**config.mk**
```make
export PLATFORM = sky130hd
export DESIGN_NAME = rgb_ordered_dither_unit_flat
export DESIGN_NICKNAME = d
export VERILOG_FILES = /design/src/rtl/core/rod_pkg.sv /design/src/rtl/core/rod_if.sv /design/src/rtl/core/rod_position.sv /design/src/rtl/core/rod_luma.sv /design/src/rtl/core/rgb_ordered_dither_unit.sv /design/src/flat_wrapper.sv
export SDC_FILE = /design/constraint.sdc
export NUM_CORES = 1
export LEC_CHECK = 0
export BUFFER_PORTS_ARGS = -buffer_cell sky130_fd_sc_hd__buf_2
export CAP_MARGIN = 40
export CORE_MARGIN = 4
export CORE_UTILIZATION = 64
export CTS_CLUSTER_DIAMETER = 80
export CTS_CLUSTER_SIZE = 30
export DETAILED_ROUTE_END_ITERATION = 10
export PLACE_DENSITY = 0.82
export SYNTH_ARGS = -nofsm -noshare
export SYNTH_HDL_FRONTEND = slang
export SYNTH_SLANG_ARGS = --single-unit
export TNS_END_PERCENT = 5
```
**constraint.sdc**
```tcl
create_clock -name clk -period 10 [get_ports clk]
set_clock_uncertainty 0.2 [all_clocks]
set_input_delay 2 -clock clk [delete_from_list [all_inputs] [get_ports clk]]
set_output_delay 2 -clock clk [all_outputs]
set_load 0.02 [all_outputs]
```
**src/rtl/core/rod_pkg.sv**
```systemverilog
package rod_pkg;

  // Dither matrix select codes
  localparam logic [3:0] DT_THREE_LEVEL = 4'd1;
  localparam logic [3:0] DT_TWO         = 4'd2;
  localparam logic [3:0] DT_THREE       = 4'd3;
  localparam logic [3:0] DT_FOUR        = 4'd4;
  localparam logic [3:0] DT_EIGHT       = 4'd8;

  // Configuration register indexes
  localparam int CFG_INDEX_W = 2;
  localparam int CFG_DATA_W  = 13;
  localparam logic [CFG_INDEX_W-1:0] CFG_DITHER_TYPE  = 2'd0;
  localparam logic [CFG_INDEX_W-1:0] CFG_IMAGE_WIDTH  = 2'd1;
  localparam logic [CFG_INDEX_W-1:0] CFG_IMAGE_HEIGHT = 2'd2;

  localparam logic [3:0]  DITHER_TYPE_RST  = 4'd0;
  localparam logic [12:0] IMAGE_WIDTH_RST  = 13'd128;
  localparam logic [12:0] IMAGE_HEIGHT_RST = 13'd64;

  localparam logic [7:0] THR_SINGLE = 8'h80;

  localparam logic [7:0] THR_THREE_LEVEL [4] = '{8'hAA, 8'h55, 8'h55, 8'hAA};
  localparam logic [7:0] THR_TWO [4] = '{8'h33, 8'h99, 8'hCC, 8'h66};
  localparam logic [7:0] THR_THREE [9] = '{
    8'h4C, 8'hCC, 8'h66, 8'h99, 8'h19, 8'hE5, 8'h33, 8'hB2, 8'h7F};
  localparam logic [7:0] THR_FOUR [16] = '{
    8'h0F, 8'h87, 8'h2D, 8'hA5, 8'hC3, 8'h4B, 8'hE1, 8'h69,
    8'h3C, 8'hB4, 8'h1E, 8'h96, 8'hF0, 8'h78, 8'hD2, 8'h5A};
  localparam logic [7:0] THR_EIGHT [64] = '{
    8'h03, 8'hC0, 8'h33, 8'hF0, 8'h0F, 8'hCC, 8'h3F, 8'hFC,
    8'h81, 8'h42, 8'hB1, 8'h72, 8'h8D, 8'h4E, 8'hBD, 8'h7E,
    8'h23, 8'hE0, 8'h13, 8'hD0, 8'h2F, 8'hEC, 8'h1F, 8'hDC,
    8'hA1, 8'h62, 8'h91, 8'h52, 8'hAD, 8'h6E, 8'h9D, 8'h5E,
    8'h0B, 8'hC8, 8'h3B, 8'hF8, 8'h07, 8'hC4, 8'h37, 8'hF4,
    8'h89, 8'h4A, 8'hB9, 8'h7A, 8'h85, 8'h46, 8'hB5, 8'h76,
    8'h2B, 8'hE8, 8'h1B, 8'hD8, 8'h27, 8'hE4, 8'h17, 8'hD4,
    8'hA9, 8'h6A, 8'h99, 8'h5A, 8'hA5, 8'h66, 8'h95, 8'h56};

  typedef struct packed {
    logic [3:0]  dither_type;
    logic [12:0] image_width;
    logic [12:0] image_height;
  } rod_cfg_t;

  typedef struct packed {
    logic [7:0] threshold;
    logic       frame_end;
  } rod_pos_t;

  // Matrix side length; 1 for the single threshold
  function automatic logic [3:0] matrix_size(input logic [3:0] dtype);
    logic [3:0] size;
    case (dtype)
      DT_THREE_LEVEL: size = 4'd2;
      DT_TWO:         size = 4'd2;
      DT_THREE:       size = 4'd3;
      DT_FOUR:        size = 4'd4;
      DT_EIGHT:       size = 4'd8;
      default:        size = 4'd1;
    endcase
    return size;
  endfunction

  // ty/tx are already inside the matrix
  function automatic logic [7:0] threshold_at(input logic [3:0] dtype,
                                              input logic [2:0] ty,
                                              input logic [2:0] tx);
    logic [7:0] thr;
    logic [3:0] idx3;
    idx3 = 4'({ty[1:0], 1'b0}) + 4'(ty[1:0]) + 4'(tx[1:0]);
    case (dtype)
      DT_THREE_LEVEL: thr = THR_THREE_LEVEL[{ty[0], tx[0]}];
      DT_TWO:         thr = THR_TWO[{ty[0], tx[0]}];
      DT_THREE:       thr = (idx3 < 4'd9) ? THR_THREE[idx3] : THR_THREE[0];
      DT_FOUR:        thr = THR_FOUR[{ty[1:0], tx[1:0]}];
      DT_EIGHT:       thr = THR_EIGHT[{ty, tx}];
      default:        thr = THR_SINGLE;
    endcase
    return thr;
  endfunction

endpackage

```
**src/rtl/core/rod_if.sv**
```systemverilog
interface rod_pixel_if;
  logic       valid;
  logic       ready;
  logic [7:0] red;
  logic [7:0] green;
  logic [7:0] blue;

  modport source (output valid, output red, output green, output blue, input ready);
  modport sink   (input valid, input red, input green, input blue, output ready);
endinterface

interface rod_result_if;
  logic valid;
  logic ready;
  logic lit;
  logic frame_end;

  modport source (output valid, output lit, output frame_end, input ready);
  modport sink   (input valid, input lit, input frame_end, output ready);
endinterface

```
**src/rtl/core/rod_position.sv**
```systemverilog
// Raster position and matrix phase tracking; threshold lookup for the
// current pixel.
module rod_position #(
  parameter int MAX_DIMENSION = 4096
) (
  input  logic            clk,
  input  logic            rst,
  input  logic            advance,
  input  rod_pkg::rod_cfg_t cfg,
  output rod_pkg::rod_pos_t pos
);

  localparam int CNTW = $clog2(MAX_DIMENSION);
  localparam int BNDW = CNTW + 1;

  logic [CNTW-1:0] column_count;
  logic [CNTW-1:0] row_count;
  logic [2:0]      column_phase;
  logic [2:0]      row_phase;

  logic [3:0]      size;
  logic [31:0]     w_ext;
  logic [31:0]     h_ext;
  logic [BNDW-1:0] w_bound;
  logic [BNDW-1:0] h_bound;
  logic [BNDW-1:0] col_inc;
  logic [BNDW-1:0] row_inc;
  logic [3:0]      cph_inc;
  logic [3:0]      rph_inc;
  logic [2:0]      tx;
  logic [2:0]      ty;
  logic            row_end;
  logic            last_row;

  assign size  = rod_pkg::matrix_size(cfg.dither_type);
  assign w_ext = 32'(cfg.image_width);
  assign h_ext = 32'(cfg.image_height);

  // zero acts as one, oversize saturates
  always_comb begin
    if (w_ext == 32'd0) begin
      w_bound = BNDW'(1);
    end else if (w_ext > 32'(MAX_DIMENSION)) begin
      w_bound = BNDW'(MAX_DIMENSION);
    end else begin
      w_bound = BNDW'(w_ext);
    end
    if (h_ext == 32'd0) begin
      h_bound = BNDW'(1);
    end else if (h_ext > 32'(MAX_DIMENSION)) begin
      h_bound = BNDW'(MAX_DIMENSION);
    end else begin
      h_bound = BNDW'(h_ext);
    end
  end

  assign col_inc  = {1'b0, column_count} + BNDW'(1);
  assign row_inc  = {1'b0, row_count} + BNDW'(1);
  assign row_end  = (col_inc >= w_bound);
  assign last_row = (row_inc >= h_bound);
  assign cph_inc  = {1'b0, column_phase} + 4'd1;
  assign rph_inc  = {1'b0, row_phase} + 4'd1;

  // phase left outside a smaller matrix looks up index 0
  assign tx = ({1'b0, column_phase} < size) ? column_phase : 3'd0;
  assign ty = ({1'b0, row_phase} < size) ? row_phase : 3'd0;

  assign pos.threshold = rod_pkg::threshold_at(cfg.dither_type, ty, tx);
  assign pos.frame_end = row_end && last_row;

  always_ff @(posedge clk) begin
    if (rst) begin
      column_count <= '0;
      row_count    <= '0;
      column_phase <= '0;
      row_phase    <= '0;
    end else if (advance) begin
      if (row_end) begin
        column_count <= '0;
        column_phase <= '0;
        if (last_row) begin
          row_count <= '0;
          row_phase <= '0;
        end else begin
          row_count <= CNTW'(row_inc);
          row_phase <= (rph_inc >= size) ? 3'd0 : rph_inc[2:0];
        end
      end else begin
        column_count <= CNTW'(col_inc);
        column_phase <= (cph_inc >= size) ? 3'd0 : cph_inc[2:0];
      end
    end
  end

endmodule

```
**src/rtl/core/rod_luma.sv**
```systemverilog
// Fixed-point luminance: (19661 r + 38666 g + 7209 b) >> 16.
module rod_luma (
  input  logic [7:0] red,
  input  logic [7:0] green,
  input  logic [7:0] blue,
  output logic [7:0] luma
);

  localparam logic [15:0] WEIGHT_R = 16'd19661;
  localparam logic [15:0] WEIGHT_G = 16'd38666;
  localparam logic [15:0] WEIGHT_B = 16'd7209;

  logic [23:0] sum;

  // weights sum to 65536, so the sum stays below 2^24
  assign sum = 24'(WEIGHT_R * 24'(red)) + 24'(WEIGHT_G * 24'(green))
             + 24'(WEIGHT_B * 24'(blue));
  assign luma = sum[23:16];

endmodule

```
**src/rtl/core/rgb_ordered_dither_unit.sv**
```systemverilog
// Ordered-dither binarizer for an RGB888 pixel stream in raster order. Each
// item on pixels yields one item on results: lit is 1 when the pixel's
// luminance (19661 r + 38666 g + 7209 b) >> 16 is at least the threshold of
// the selected dither matrix at the current row/column phase, and frame_end
// marks the last pixel of the frame. dither_type 1, 2, 3, 4, 8 select the
// 2x2 three-level, 2x2, 3x3, 4x4 and 8x8 matrices; any other code compares
// against 0x80. Position wraps at image_width and image_height; a zero size
// acts as one and a size above MAX_DIMENSION saturates. Rate is one item per
// clock unless results.ready stalls it. The threshold lookup sits between the
// input and the stage-1 register, the luminance and compare between stage 1
// and the result register. pixels.ready follows results.ready through the
// two stage-valid bits, so a stalled result blocks input only once both
// stages are full. Write configuration only while no item is in flight;
// changes take effect from the next item accepted.
module rgb_ordered_dither_unit #(
  parameter int MAX_DIMENSION = 4096
) (
  input  logic                              clk,
  input  logic                              rst,
  rod_pixel_if.sink                         pixels,
  rod_result_if.source                      results,
  input  logic                              cfg_write,
  input  logic [rod_pkg::CFG_INDEX_W-1:0]   cfg_index,
  input  logic [rod_pkg::CFG_DATA_W-1:0]    cfg_data
);

  // configuration registers
  rod_pkg::rod_cfg_t cfg;

  always_ff @(posedge clk) begin
    if (rst) begin
      cfg.dither_type  <= rod_pkg::DITHER_TYPE_RST;
      cfg.image_width  <= rod_pkg::IMAGE_WIDTH_RST;
      cfg.image_height <= rod_pkg::IMAGE_HEIGHT_RST;
    end else if (cfg_write) begin
      case (cfg_index)
        rod_pkg::CFG_DITHER_TYPE:  cfg.dither_type  <= cfg_data[3:0];
        rod_pkg::CFG_IMAGE_WIDTH:  cfg.image_width  <= cfg_data;
        rod_pkg::CFG_IMAGE_HEIGHT: cfg.image_height <= cfg_data;
        default: ; // unmapped index: write ignored
      endcase
    end
  end

  // handshake: each stage advances when the stage after it is empty or
  // draining this cycle
  logic s1_valid;
  logic s2_ready;
  logic s1_ready;
  logic accept;

  assign s2_ready     = !results.valid || results.ready;
  assign s1_ready     = !s1_valid || s2_ready;
  assign pixels.ready = s1_ready;
  assign accept       = pixels.valid && s1_ready;

  // position state advances once per accepted item
  rod_pkg::rod_pos_t pos;

  rod_position #(
    .MAX_DIMENSION(MAX_DIMENSION)
  ) u_position (
    .clk     (clk),
    .rst     (rst),
    .advance (accept),
    .cfg     (cfg),
    .pos     (pos)
  );

  // stage 1: pixel plus its threshold and frame flag
  logic [7:0]        s1_red;
  logic [7:0]        s1_green;
  logic [7:0]        s1_blue;
  rod_pkg::rod_pos_t s1_pos;

  always_ff @(posedge clk) begin
    if (rst) begin
      s1_valid <= 1'b0;
    end else if (s1_ready) begin
      s1_valid <= pixels.valid;
    end
  end

  always_ff @(posedge clk) begin
    if (accept) begin
      s1_red   <= pixels.red;
      s1_green <= pixels.green;
      s1_blue  <= pixels.blue;
      s1_pos   <= pos;
    end
  end

  // stage 2: luminance compare into the result register
  logic [7:0] luma;

  rod_luma u_luma (
    .red   (s1_red),
    .green (s1_green),
    .blue  (s1_blue),
    .luma  (luma)
  );

  always_ff @(posedge clk) begin
    if (rst) begin
      results.valid <= 1'b0;
    end else if (s2_ready) begin
      results.valid <= s1_valid;
    end
  end

  always_ff @(posedge clk) begin
    if (s2_ready && s1_valid) begin
      results.lit       <= (luma >= s1_pos.threshold);
      results.frame_end <= s1_pos.frame_end;
    end
  end

  // stage 1 moving forward always lands in the result register
  a_s1_to_out: assert property (@(posedge clk) disable iff (rst)
    s1_valid && s2_ready |=> results.valid)
    else $error("stage-1 item lost on its way to the result register");

  // a stalled stage 1 keeps its item
  a_s1_hold: assert property (@(posedge clk) disable iff (rst)
    s1_valid && !s2_ready |=> s1_valid && $stable(s1_pos))
    else $error("stage-1 item changed while stalled");

  // a one-pixel frame ends on every pixel
  a_unit_frame: assert property (@(posedge clk) disable iff (rst)
    (cfg.image_width <= 13'd1) && (cfg.image_height <= 13'd1) |-> pos.frame_end)
    else $error("frame_end missing for a one-pixel frame");

endmodule

```
**src/flat_wrapper.sv**
```systemverilog
// flat-port wrapper written by rule: the top's interface ports become plain ports
module rgb_ordered_dither_unit_flat 
#(
  parameter int MAX_DIMENSION = 4096
)
  (clk, rst, cfg_write, cfg_index, cfg_data, pixels_valid, pixels_red, pixels_green, pixels_blue, pixels_ready, results_valid, results_lit, results_frame_end, results_ready);
  rod_pixel_if pixels_i ();
  rod_result_if results_i ();
  input  logic clk;
  input  logic rst;
  input  logic cfg_write;
  input  logic [rod_pkg::CFG_INDEX_W-1:0] cfg_index;
  input  logic [rod_pkg::CFG_DATA_W-1:0] cfg_data;
  input wire logic [$bits(pixels_i.valid)-1:0] pixels_valid;
  input wire logic [$bits(pixels_i.red)-1:0] pixels_red;
  input wire logic [$bits(pixels_i.green)-1:0] pixels_green;
  input wire logic [$bits(pixels_i.blue)-1:0] pixels_blue;
  output wire logic [$bits(pixels_i.ready)-1:0] pixels_ready;
  output wire logic [$bits(results_i.valid)-1:0] results_valid;
  output wire logic [$bits(results_i.lit)-1:0] results_lit;
  output wire logic [$bits(results_i.frame_end)-1:0] results_frame_end;
  input wire logic [$bits(results_i.ready)-1:0] results_ready;
  assign pixels_i.valid = pixels_valid;
  assign pixels_i.red = pixels_red;
  assign pixels_i.green = pixels_green;
  assign pixels_i.blue = pixels_blue;
  assign pixels_ready = pixels_i.ready;
  assign results_valid = results_i.valid;
  assign results_lit = results_i.lit;
  assign results_frame_end = results_i.frame_end;
  assign results_i.ready = results_ready;
  rgb_ordered_dither_unit #(.MAX_DIMENSION(MAX_DIMENSION)) u_core (.clk(clk), .rst(rst), .pixels(pixels_i), .results(results_i), .cfg_write(cfg_write), .cfg_index(cfg_index), .cfg_data(cfg_data));
endmodule
```
==> impl_metrics.py <==
metrics = {
    "routing": {
        "wl_met2_mm": 12.4,
        "wl_met3_um": 761,
        "m1WireLength_mm": 9.70,
        "top_layer": "met4",
        "firstDrtPassIters": 5,
        "vias": 8541,
        "wl_per_cell_um": 16.0,
        "routed_wl_mm": 24.0,
        "initialDrtViolationCount": 379,
        "drc": 0,
        "viasPerCell": 5.69,
        "antenna_left": 0,
    },
    "clocking": {
        "numCtsBuffers": 9,
        "cts.repair.resized": 0,
        "cts_root_buf": "clkbuf_16",
        "cts-htree-levels": 3,
        "cts_tree": "yes",
        "clock-sinks": 97,
        "cts_buffer_depth": 2,
        "cts_setup_buffers": 0,
        "clk_pin_slew_worst_paths_ps": 70,
        "hold_buffers": 0,
        "worstSkewPairLatency_ps": 360,
    },
    "place": {
        "portBuffers": 47,
        "dp_hpwl_mm": 19.9,
        "globalplace.congestion": 0.942,
        "pre_cts_ws_ps": 1490,
    },
    "floorplanning": {
        "dieHeight_um": 141,
        "core_um2": 17400,
        "rows": 48,
        "io_pins": 48,
        "start_util": 0.653,
        "die_w_um": 141,
        "die-area_um2": 19900,
    },
    "layout": {
        "fillers": 1320,
        "drive_above_1_share": 0.0611,
        "fin_util": 0.697,
        "syn_to_final_growth_pct": 6.65,
        "multi_input_area_um2": 8020,
        "insertedDiodeCount": 0,
        "regArea_um2": 2290,
        "nNetsFinal": 1633,
    },
    "min_path": {
        "hold_depth": 0,
        "min_from": "u_core.s1_pos[0]",
        "hp-class": "flip-flop to flip-flop",
        "whs_endpoint": "u_core.results.frame_end",
    },
    "timing": {
        "tns_ps": 0,
        "hold_viol": 0,
        "rsz0062_at_grt": "no",
        "whs_ps": 226,
        "fmax_mhz": 117,
        "min_period_over_period": 0.856,
        "finalMaxSlewViolations": 0,
        "setup_viol": 0,
        "final.setup.worst_slack_ps": 1440,
        "fin_crit_ps": 8560,
        "slew_headroom": 0.415,
        "tightest_slew_ps": 876,
    },
    "critical_path": {
        "cp-end-kind": "flip-flop",
        "path_class": "flip-flop to flip-flop",
        "timing.rr.start": "u_core.s1_green[2]",
        "cp-start-kind": "flip-flop",
        "rrSetupSlack_ps": 1440,
        "critPathRequiredTime_ps": 9900,
        "slowest_stage": "fa_1",
        "r2r_cells": 30,
        "slowest_delay_ps": 560,
        "critPathMaxFanout": 6,
        "cp.arrival_ps": 8460,
        "r2r-end": "u_core.results.lit",
    },
    "pwr": {
        "power_density_nw_per_um2": 362,
        "leakagePower_nw": 5.85,
        "max-vdd-ir-drop_mv": 0.701,
    },
    "synthesis": {
        "synth_fa_ha_area_frac": 0.420,
        "synth_ff_type": "dfxtp_1",
        "synth_mux_area_frac": 0.00541,
        "synthSimpleGateAreaFrac": 0.121,
        "synth_seq_cells": 97,
        "synth_compound_area_frac": 0.122,
        "yosysWarningCount": 0,
        "synthCells": 1239,
        "synth.yosys.seq_area_share": 0.202,
        "synthTopCellsByCount": "inv_1, ha_1, nand2_1, fa_1, a21oi_1",
        "syn_nets": 1600,
        "synth_edf_count": 35,
        "synth_area_leaders": "ha_1, fa_1, dfxtp_1",
        "synth_xor_xnor_area_share": 0.0386,
        "syn_avg_cell_area_um2": 9.15,
        "yosysMostFrequentCell": "inv_1",
        "yosys.area.top_type": "ha_1",
        "synth_cell_types": 63,
        "synthArstFlopShare": 0,
        "synth_area_um2": 11300,
        "synth_top_family_by_area": "adder cells",
        "synth.top_cell.area_share": 0.233,
    },
    "run": {
        "maxCapViolations": 0,
    },
    "global_route": {
        "grt_pass1_wl_mm": 41.0,
        "gr-total-overflow": 0,
        "track_usage": 0.254,
        "antenna_found_initial": 0,
        "grt_max_degree": 44,
        "grt_pass1_vias": 8793,
    },
    "run_status": {
        "status": "complete, no violations",
    },
}
cells by family after synthesis:
group	Yosys count
fa+ha+maj	317
compound gates	214
flops	97
mux	6
xor+xnor	50
simple gates	282
buf+inv	273
registers in the layout (all words and copies together), names as in the netlist:
name and flops:
u_core.u_position.column_phase 3, u_core.s1_green 8, u_core.results.lit 1, u_core.u_position.column_count 12
u_core.s1_blue 8, u_core.u_position.row_count 12, u_core.cfg 30, u_core.s1_pos 9
u_core.s1_red 8, u_core.s1_valid 1, u_core.results.frame_end 1, u_core.u_position.row_phase 3
u_core.results.valid 1
stage by stage:
step           total power [mW]  cells  area (um^2)
2_1_floorplan              3.26   1239        11300
3_3_place_gp               3.77   1484        11800
3_5_place_dp               3.99   1486        11800
4_1_cts                    4.38   1502        12100
5_1_grt                    4.91   1502        12100
6_report                   4.38   1502        12100
area by class of cell:
cell class,instances,area share
multi-input cells,869,0.663
flip-flops and latches,97,0.190
inverters,243,0.0754
well taps,225,0.0233
repair buffers,52,0.0226
clock buffers,10,0.0207
clock inverters,6,0.00548
worst max-delay path by stage:
| stage | startpoint | endpoint | slack [ps] | cells after the start |
|---|---|---|---|---|
| after floorplan | u_core.s1_green[2] | u_core.results.lit | 2040 | 30 |
| after global placement | u_core.s1_green[2] | u_core.results.lit | 1720 | 30 |
| final | u_core.s1_green[2] | u_core.results.lit | 1440 | 30 |
| after global routing | u_core.s1_green[2] | u_core.results.lit | 930 | 30 |
| after detailed placement | u_core.s1_green[2] | u_core.results.lit | 1490 | 30 |
| after CTS | u_core.s1_green[2] | u_core.results.lit | 1460 | 30 |
layer usage:
metal  GRT usage  vias up
met5           0        -
met4       0.125        0
met1       0.300     4055
met3      0.0309       73
li1            -     4231
met2       0.455      182
where the power goes:
part	switching (mW)	internal, mW
registers	0.0232	0.433
logic	1.94	1.62
clock network	0.169	0.192
worst max-delay path, delay by kind of cell, from the launching register on:
kind                     cells  cell delay, ps
adder cells (fa/ha/maj)     10            4390
flip-flops                   1             530
buffers and inverters        4             180
XOR/XNOR                     2             340
AO/OA/AOI/OAI               14            2680
placed cells by master, fill, tap and decap left out, types with 4 or more instances in the layout:
master | Yosys | layout
dfxtp_1 | 62 | 62
xnor2_1 | 34 | 34
o21a_1 | 4 | 4
nor2_1 | 31 | 31
o32ai_1 | 10 | 10
a31oi_1 | 5 | 5
nor3_1 | 10 | 10
ha_1 | 211 | 211
mux2i_1 | 5 | 5
o21ai_0 | 33 | 33
or3_1 | 11 | 11
nand3_1 | 31 | 31
fa_1 | 106 | 106
nor2b_1 | 8 | 8
nand2_1 | 125 | 125
o31ai_1 | 4 | 4
or4_1 | 6 | 6
buf_4 | 0 | 5
and2_1 | 4 | 4
a211oi_1 | 7 | 7
and3_1 | 15 | 15
buf_2 | 3 | 47
o211ai_1 | 5 | 5
xor2_1 | 16 | 16
a221oi_1 | 5 | 5
a21oi_1 | 85 | 85
nand3b_1 | 8 | 8
inv_1 | 242 | 242
a21o_1 | 19 | 19
o221ai_1 | 4 | 4
nor4_1 | 4 | 4
edfxtp_1 | 35 | 35
nand2b_1 | 10 | 10
clkbuf_16 | 0 | 10
(Power assumes the default switching activity.)
